<file path="src/design/mbi_ram.sv">
// ----------------------------------------------------------------------------
// Generic RAM
// One write port and one read port with registered read data.
// ----------------------------------------------------------------------------
module mbi_ram #(
    parameter int WIDTH = 8,
    parameter int DEPTH = 16
) (
    input  logic                     i_clk,
    input  logic                     i_wr_en,
    input  logic [$clog2(DEPTH)-1:0] i_wr_addr,
    input  logic [WIDTH-1:0]         i_wr_data,
    input  logic [$clog2(DEPTH)-1:0] i_rd_addr,
    output logic [WIDTH-1:0]         o_rd_data
);
    logic [WIDTH-1:0] r_mem [DEPTH];
    logic [WIDTH-1:0] r_rd_data;

    always_ff @(posedge i_clk) begin
        if (i_wr_en) begin
            r_mem[i_wr_addr] <= i_wr_data;
        end
        r_rd_data <= r_mem[i_rd_addr];
    end

    assign o_rd_data = r_rd_data;
endmodule

</file>
<file path="config.mk">
export PLATFORM = sky130hd
export DESIGN_NAME = mbi_ram
export DESIGN_NICKNAME = d
export VERILOG_FILES = /design/src/design/mbi_ram.sv
export SDC_FILE = /design/constraint.sdc
export NUM_CORES = 1
export LEC_CHECK = 0
export BUFFER_PORTS_ARGS = -buffer_cell sky130_fd_sc_hd__buf_2
export CELL_PAD_IN_SITES_DETAIL_PLACEMENT = 0
export CELL_PAD_IN_SITES_GLOBAL_PLACEMENT = 1
export CORE_MARGIN = 2
export CORE_UTILIZATION = 46
export DETAILED_ROUTE_END_ITERATION = 10
export PLACE_DENSITY = 0.77
export SLEW_MARGIN = 5
export SYNTH_ARGS = -nofsm -noshare
export SYNTH_HDL_FRONTEND = slang
export SYNTH_SLANG_ARGS = --single-unit
export TNS_END_PERCENT = 100
</file>
<file path="constraint.sdc">
create_clock -name i_clk -period 1.65 [get_ports i_clk]
set_input_delay 0.0825 -clock i_clk [delete_from_list [all_inputs] [get_ports i_clk]]
set_output_delay 0.0825 -clock i_clk [all_outputs]
set_load 0.005 [all_outputs]
</file>
==> impl_metrics.sql <==
INSERT INTO impl_metrics (metric_group, metric, value, unit) VALUES
('worst_setup_path', 'cp_arrival', '1770', 'ps'),
('sta', 'timing_worst_slew_pin_value', '412.3', 'ps'),
('floorplanning', 'boundaryPins', '26', ''),
('synth', 'synth.cell_area', '5147', 'sq um'),
('sta', 'max_freq', '727.2', 'MHz'),
('worst_setup_path', 'critical_path_class', 'reg -> reg', ''),
('run', 'cap_violations', '0', ''),
('finish', 'combined_area_of_the_multi_input_logic_cells', '1057', 'sq um'),
('finish', 'nets', '310', ''),
('finish', 'fillerInstances', '792', ''),
('finish', 'layout.area.seq', '4004', 'sq um'),
('sta', 'slew_headroom', '0.7251', ''),
('grt', 'grt_pass1_wl', '14650', 'microns'),
('pwr', 'switching_power', '0.001535', 'W'),
('pwr', 'sequentialPowerShare', '0.506', ''),
('sta', 'fin_tns_setup', '0', 'ps'),
('sta', 'clock_skew', '6.354', 'ps'),
('pwr', 'power_leakage', '2.114', 'nW'),
('grt', 'grt_start_max_net_pins', '33', ''),
('floorplanning', 'starting_density_of_the_core', '0.4728', ''),
('sta', 'final_min_period_over_clock_period', '0.8334', ''),
('pwr', 'power.internal', '0.006153', 'W'),
('sta', 'final_critical_path_time_including_i_o_delays_and_setup', '1375', 'ps'),
('outcome', 'outcome', 'completed', ''),
('synth', 'post-synth-top-count-cell', 'sky130_fd_sc_hd__edfxtp_1', ''),
('synth', 'synthesis.nets', '247', ''),
('pwr', 'pwr_density_cell', '1243', 'nW/um^2'),
('min_path', 'timing.hold.worst.class', 'in -> reg', ''),
('finish', 'antenna-diode-count', '0', ''),
('pwr', 'p_comb_frac', '0.048', ''),
('synth', 'synth_commonest_cells', '128 x sky130_fd_sc_hd__edfxtp_1, 18 x sky130_fd_sc_hd__mux4_2, 16 x sky130_fd_sc_hd__a22oi_1', ''),
('synth', 'synth-edff-count', '128', ''),
('synth', 'synth-warning-count', '0', ''),
('finish', 'fin_cells', '445', ''),
('worst_setup_path', 'worstRegToRegCells', '3', ''),
('cts', 'tritoncts_num_sinks', '136', ''),
('place', 'io_buffers', '25', ''),
('worst_setup_path', 'worst_r2r_endpoint', 'o_rd_data[2]$_DFF_P_', ''),
('sta', 'final-setup-viol-count', '0', ''),
('cts', 'clock_latency', '510', 'ps'),
('synth', 'synthCells', '229', ''),
('routing', 'ant_nets', '0', ''),
('grt', 'grt.total_usage', '0.1776', ''),
('place', 'place.detailed.instances', '405', ''),
('synth', 'synth_top_area_cells', 'sky130_fd_sc_hd__edfxtp_1 75%, sky130_fd_sc_hd__mux4_2 7.9%, sky130_fd_sc_hd__mux4_1 7.1%', ''),
('routing', 'detail_route.drc_violations', '0', ''),
('pwr', 'p_sw_frac', '0.1996', ''),
('routing', 'drt-vias-per-instance', '5.578', ''),
('finish', 'layout-drive-gt1-share', '0.3082', ''),
('grt', 'grt_antenna_before_repair', '0', ''),
('pwr', 'totalPowerFinal', '0.007688', 'W'),
('synth', 'synth-main-ff-cell', 'sky130_fd_sc_hd__edfxtp_1', ''),
('synth', 'netlist.top_cell.by_area', 'sky130_fd_sc_hd__edfxtp_1', ''),
('cts', 'cts_setup_buffers', '0', ''),
('routing', 'vias', '2482', ''),
('worst_setup_path', 'timing.critical_path.from_type', 'flip-flop', ''),
('routing', 'drt_wl_cell', '21.27', 'microns'),
('worst_setup_path', 'crit_required', '2040', 'ps'),
('place', 'instance_area_at_placement', '5557', 'sq um'),
('cts', 'tritoncts', 'yes', ''),
('synth', 'synth_cell_type_count', '19', ''),
('synth', 'synth-seq-cells', '136', ''),
('grt', 'grt_overflow_total', '0', ''),
('worst_setup_path', 'end_kind', 'flip-flop', ''),
('floorplanning', 'die_w', '109.8', 'microns'),
('sta', 'finalHoldViolCount', '0', ''),
('cts', 'clk_path_buf_depth', '2', ''),
('routing', 'dr.pass1.iters', '6', ''),
('floorplanning', 'floorplan.die.height', '109.8', 'microns'),
('synth', 'async_reset_ff_frac', '0', ''),
('floorplanning', 'design.core.area', '10890', 'sq um');
## flip-flops by register name (all words and copies together), names as in the netlist
name       cells
r_mem        128
o_rd_data      8
## metal layers
layer / routed length [microns] / GRT usage / up-vias
met3: 380 / 0.05039 / 9
met5: 0 / 0 / -
met2: 4817 / 0.2866 / 68
met4: 152 / 0.07324 / 0
li1: - / - / 1100
met1: 4113 / 0.2272 / 1305
## cells in the final DEF (no fill, tap or decap), drive strengths merged
cell / Yosys / layout
nand3: 1 / 1
clkinv: 0 / 8
a22oi: 16 / 16
nor2b: 1 / 1
nand2: 9 / 9
clkinvlp: 0 / 4
nor2: 13 / 13
and2: 1 / 1
inv: 0 / 1
clkbuf: 0 / 17
nand2b: 2 / 2
buf: 7 / 46
nand3b: 2 / 2
bufinv: 0 / 2
or3b: 1 / 1
dlygate4sd3: 0 / 8
nor3: 4 / 4
edfxtp: 128 / 128
dfxtp: 8 / 8
and2b: 1 / 1
mux4: 32 / 32
## layout make-up
type,instances,area share
clock buffers,17,0.06695
well taps,140,0.02832
clock inverters,15,0.02184
repair buffers,54,0.06472
flip-flops and latches,136,0.6472
multi-input cells,83,0.1709
## through the flow
stage	worst slack, ps	hold WS, ps	util
global route	196.9	131.7	0.5681
floorplan	74.63	181.4	-
finish	274.8	141.0	0.5681
global placement	79.95	458.4	0.5103
CTS	245.9	101.1	0.5681
detailed placement	62.14	459.0	0.5103
## critical path: stages (launching register included)
cell                       delay, ps
sky130_fd_sc_hd__edfxtp_1        350
sky130_fd_sc_hd__mux4_1          550
sky130_fd_sc_hd__a22oi_1         280
sky130_fd_sc_hd__nand2_1          80
## worst min path at each step
stage	from	to	slack, ps	cells after the start
global route	i_rd_addr[3]	o_rd_data[7]$_DFF_P_	130	5
detailed placement	o_rd_data[6]$_DFF_P_	o_rd_data[6]	460	1
floorplan	i_wr_data[0]	r_mem[0][0]$_DFFE_PP_	180	0
finish	i_rd_addr[3]	o_rd_data[4]$_DFF_P_	140	5
global placement	o_rd_data[6]$_DFF_P_	o_rd_data[6]	460	1
CTS	i_rd_addr[3]	o_rd_data[1]$_DFF_P_	100	5
## logic make-up (layout without fill, tap and decap cells)
| family | after synthesis | after routing | share of synthesized area |
|---|---|---|---|
| compound gates | 16 | 16 | 0.02334 |
| buf+inv | 10 | 86 | 0.01677 |
| flops | 136 | 136 | 0.7778 |
| mux | 32 | 32 | 0.1502 |
| simple gates | 35 | 35 | 0.03184 |
## power groups by stage
stage | sequential, W | clock (W) | combinational, W
floorplan | 0.00395 | 0 | 0.000196
global placement | 0.00396 | 0 | 0.000352
detailed placement | 0.00396 | 0 | 0.000362
CTS | 0.00389 | 0.00350 | 0.000378
global route | 0.00389 | 0.00365 | 0.000407
finish | 0.00389 | 0.00343 | 0.000370
## what timing repair did
item / 4_1_cts / 5_1_grt
endpoints found under the hold margin: 128 / 0
hold buffers: 8 / 0
resized for setup: 0 / 0
(Power assumes the default switching activity.)
