File: src/design/mbi_pkg.sv
// ----------------------------------------------------------------------------
// MACD and Bollinger indicator package
// Field widths, filter coefficients, default window depths and shared types.
// ----------------------------------------------------------------------------
package mbi_pkg;

    localparam int PRICE_W = 24;
    localparam int VOL_W   = 32;
    localparam int EMA_W   = 40;
    localparam int SIG_W   = 42;
    localparam int MACD_W  = 25;
    localparam int HIST_W  = 26;
    localparam int BAND_W  = 25;
    localparam int VAR_W   = 48;
    localparam int SD_W    = 24;

    // Shared multiplier operand widths.
    localparam int MUL_A_W = 42;
    localparam int MUL_B_W = 25;

    // Smoothing factors in Q0.16, rounded to nearest.
    localparam logic [15:0] ALPHA_FAST = 16'd10082;
    localparam logic [15:0] ALPHA_SLOW = 16'd4855;
    localparam logic [15:0] ALPHA_SIG  = 16'd13107;

    localparam int DEF_SHORT_WINDOW = 9;
    localparam int DEF_LONG_WINDOW  = 20;

    typedef struct packed {
        logic busy;
        logic done;
    } t_div_status;

endpackage

File: src/design/mbi_divider.sv
// ----------------------------------------------------------------------------
// Iterative divider
// Restoring unsigned division, one quotient bit per cycle.
// ----------------------------------------------------------------------------
module mbi_divider import mbi_pkg::*; #(
    parameter int NUM_W = 53,
    parameter int DEN_W = 5
) (
    input  logic             i_clk,
    input  logic             i_rst_n,
    input  logic             i_start,
    input  logic [NUM_W-1:0] i_num,
    input  logic [DEN_W-1:0] i_den,
    output logic [NUM_W-1:0] o_quot,
    output t_div_status      o_stat
);
    localparam int CNT_W = $clog2(NUM_W + 1);

    logic [NUM_W-1:0] r_q;
    logic [DEN_W-1:0] r_rem;
    logic [DEN_W-1:0] r_den;
    logic [CNT_W-1:0] r_cnt;
    logic             r_busy;
    logic             r_done;
    logic [DEN_W:0]   trial;
    logic [DEN_W:0]   diff;
    logic             ge;

    assign trial = {r_rem, r_q[NUM_W-1]};
    assign ge    = (trial >= {1'b0, r_den});
    assign diff  = trial - {1'b0, r_den};

    always_ff @(posedge i_clk) begin
        if (!i_rst_n) begin
            r_busy <= 1'b0;
            r_done <= 1'b0;
            r_cnt  <= '0;
        end else begin
            r_done <= 1'b0;
            if (i_start) begin
                r_busy <= 1'b1;
                r_cnt  <= CNT_W'(NUM_W);
            end else if (r_busy) begin
                r_cnt <= r_cnt - 1'b1;
                if (r_cnt == CNT_W'(1)) begin
                    r_busy <= 1'b0;
                    r_done <= 1'b1;
                end
            end
        end
    end

    always_ff @(posedge i_clk) begin
        if (i_start) begin
            r_q   <= i_num;
            r_rem <= '0;
            r_den <= i_den;
        end else if (r_busy) begin
            r_rem <= ge ? diff[DEN_W-1:0] : trial[DEN_W-1:0];
            r_q   <= {r_q[NUM_W-2:0], ge};
        end
    end

    assign o_quot      = r_q;
    assign o_stat.busy = r_busy;
    assign o_stat.done = r_done;
endmodule

File: config.mk
export PLATFORM = sky130hd
export DESIGN_NAME = mbi_divider
export DESIGN_NICKNAME = d
export VERILOG_FILES = /design/src/design/mbi_pkg.sv /design/src/design/mbi_divider.sv
export SDC_FILE = /design/constraint.sdc
export NUM_CORES = 1
export LEC_CHECK = 0
export BUFFER_PORTS_ARGS = -buffer_cell sky130_fd_sc_hd__buf_2
export CAP_MARGIN = 20
export CORE_AREA = 2 2 84 86
export DETAILED_ROUTE_END_ITERATION = 7
export DIE_AREA = 0 0 86 88
export GPL_TIMING_DRIVEN = 0
export PLACE_DENSITY = 0.76
export SLEW_MARGIN = 20
export SYNTH_ARGS = -nofsm -noshare
export SYNTH_HDL_FRONTEND = slang
export SYNTH_SLANG_ARGS = --single-unit
File: constraint.sdc
create_clock -name i_clk -period 2.5 [get_ports i_clk]
set_input_delay 0.375 -clock i_clk [delete_from_list [all_inputs] [get_ports i_clk]]
set_output_delay 0.375 -clock i_clk [all_outputs]
set_load 0.01 [all_outputs]
==> flow_summary.ini <==
[setup_path]
r2r_slack_ns = 0.24
ff2ff_path_depth = 8
cp-start-kind = flip-flop
required_ns = 2.75
cp_slowest_cell = or4_1
crit_chain = inv_1 -> ha_1 -> inv_1 -> fa_1 -> a211o_1 -> o211a_1 -> or4_1 -> o311ai_1
slowest_delay_ns = 0.50
crit_path_end_kind = flip-flop
arrival_ns = 2.52
reg2reg_to = r_rem[2]
crit_fanout = 3
cpMostUsedCell = inv_1
crit_type = flip-flop to flip-flop
r2r_start = o_quot[52]
critical_path.top_delay_family = adder cells
crit_buf_inv = 2

[global_route]
grt-ovfl-total = 0
grt_pass1_wl_um = 10270
antenna_found_initial = 0
grt_usage = 0.1807
grt_pass1_vias = 2167
grt_max_degree = 54

[clocking]
cts_resized = 0
hold_buffers = 0
cts_setup_buffers = 0
cts_root_buffer = clkbuf_8
cts_tree = done
cts_buffer_depth = 2
htreeDepth = 3
clkSinkCount = 71
clk_latency_ns = 0.34
clk_pin_slew_worst_paths_ns = 0.07
numCtsBuffers = 9

[detailed_routing]
vias = 2192
drc_errors = 0
ant_nets = 0
wire_per_inst_um = 15.74
viasPerCell = 5.170
routed_wl_um = 6672
drt_iter0_markers = 73
first_pass_iters = 4

[sta]
slew_headroom = 0.5282
finalSetupViolCount = 0
rsz0062_at_grt = no
fin_crit_ns = 2.265
clock_skew_ns = 0.006529
tightest_slew_ns = 0.7076
fin_crit_sh = 0.9059
slew_viol_final = 0
fmax_mhz = 441.5
finalHoldViolCount = 0
fin_ws_ns = 0.2352

[logic_synthesis]
syn_nets = 283
seq_area_frac_synth = 0.6279
synth_ff_type = edfxtp_1
synth_seq_cells = 71
ys_warn_count = 0
synth_top_cell_by_area = edfxtp_1
synth_cell_type_count = 34
synth-async-reset-ratio = 0
post_synth_instance_area_um2 = 3188
avgSynthCellArea_um2 = 14.90
synth_edf_count = 58
synth_area_leaders = edfxtp_1, mux2_2, dfxtp_1, ha_1, xnor2_1
synth_top_area_share = 0.5463
synth_cells = 214

[min_path]
hp-class = primary input to flip-flop
hp-start = i_den[0]
hold_path_depth = 1
min_to = r_den[0]

[die]
rows = 30
start_util = 0.4798
fp.coreArea_um2 = 6644
die_h_um = 88
dieArea_um2 = 7568
pin_count = 116
die_x_um = 86

[power_and_ir_drop]
pwr-share-clk = 0.303
switching_share = 0.2543
combPwrFrac = 0.171
power.leakage_nw = 1.737
pwr-share-seq = 0.527
power_density_nw_per_um2 = 698.1
p_switching_mw = 0.7187
vdd_drop_max_v = 0.0003371
p_int_mw = 2.107

[layout]
antennaDiodeCount = 0
nNetsFinal = 409
finish.instance_area_um2 = 4048
postLayoutCoreUtil = 0.6092
final_common_cell = buf_2
areaGrowthSynthToFinish_pct = 26.96
most-common-layout-cells = buf_2, edfxtp_1, mux2_2
final_layout_size_suffix_gt1_frac = 0.5581
multi_input_area_um2 = 1100
fill_cells = 557
seq_area_um2 = 2002

[placement]
dpl_worst_slack_ns = 0.2616
port_buffers = 115
place_area_um2 = 3871
dp_hpwl_um = 4722
gp_congestion = 0.8678

[outcome]
status = completed

[run]
drv_cap = 0
## through the flow
| stage | power (mW) | instances | setup TNS, ns | hold WS, ns |
|---|---|---|---|---|
| 4_1_cts | 2.852 | 424 | 0 | 0.1898 |
| 3_5_place_dp | 1.996 | 409 | 0 | 0.4955 |
| 2_1_floorplan | 1.797 | 214 | 0 | 0.4739 |
| 5_1_grt | 2.951 | 424 | 0 | 0.1896 |
| 6_report | 2.826 | 424 | 0 | 0.2015 |
| 3_3_place_gp | 1.981 | 409 | -36.32 | 0.4935 |
## worst max path at each step
stage                          start          to  slack, ns  cells past startpoint
after floorplan              i_start   o_quot[0]       0.26                      3
after global placement       i_start  o_quot[27]      -0.69                      4
after detailed placement  o_quot[52]    r_rem[2]       0.26                      8
after CTS                 o_quot[52]    r_rem[2]       0.23                      8
after global routing      o_quot[52]    r_rem[2]       0.12                      8
final                     o_quot[52]    r_rem[2]       0.24                      8
## registers in the layout (all words and copies together) (netlist names)
signal / cells
r_rem: 5
r_cnt: 6
o_quot: 53
r_done: 1
r_busy: 1
r_den: 5
## power groups by stage
stage | sequential [mW] | combinational [mW] | clock [mW]
global placement | 1.51 | 0.469 | 0
CTS | 1.49 | 0.487 | 0.876
finish | 1.49 | 0.483 | 0.855
global route | 1.50 | 0.527 | 0.919
detailed placement | 1.51 | 0.483 | 0
floorplan | 1.56 | 0.241 | 0
## layout make-up
type / instances / share of cell area
Tap cell: 80 / 0.02473
Multi-Input combinational cell: 122 / 0.2717
Inverter: 10 / 0.009274
Clock buffer: 9 / 0.03060
Timing Repair Buffer: 115 / 0.1422
Buffer: 11 / 0.01391
Clock inverter: 6 / 0.01298
Sequential cell: 71 / 0.4946
## cells in the mapped netlist (2+ instances only)
master    number
buf_2          6
ha_1           7
clkbuf_1       3
mux2_2        52
nor2_1         8
nand2_1        8
edfxtp_1      58
buf_4          2
a311oi_1       2
o21ai_0        2
nor2b_1        2
nor3_1         2
a211oi_1       3
a21oi_1        6
a211o_1        2
dfxtp_1       13
and3_1         2
xor2_1         2
inv_1         10
nand3_1        3
a21boi_0       4
xnor2_1        5
## per-layer routing
layer | GRT usage | vias up | wire (um)
met5 | 0 | - | 0
met4 | 0.1039 | 0 | 151
met3 | 0.04713 | 14 | 415
met2 | 0.2953 | 73 | 3407
met1 | 0.2173 | 1050 | 2697
li1 | - | 1055 | -
## cell families (layout without fill, tap and decap cells)
logic type / count (synthesis) / in the layout / share of synthesized area
muxes: 52 / 52 / 0.1837
xor gates and xnor gates: 7 / 7 / 0.01923
and+or+nand+nor: 29 / 29 / 0.04749
buffers and inverters: 21 / 151 / 0.02943
DFF: 71 / 71 / 0.6279
adders and majority gates: 8 / 8 / 0.03375
AOI/OAI and AO/OA: 26 / 26 / 0.05848
Power figures use the tool's default switching activity.
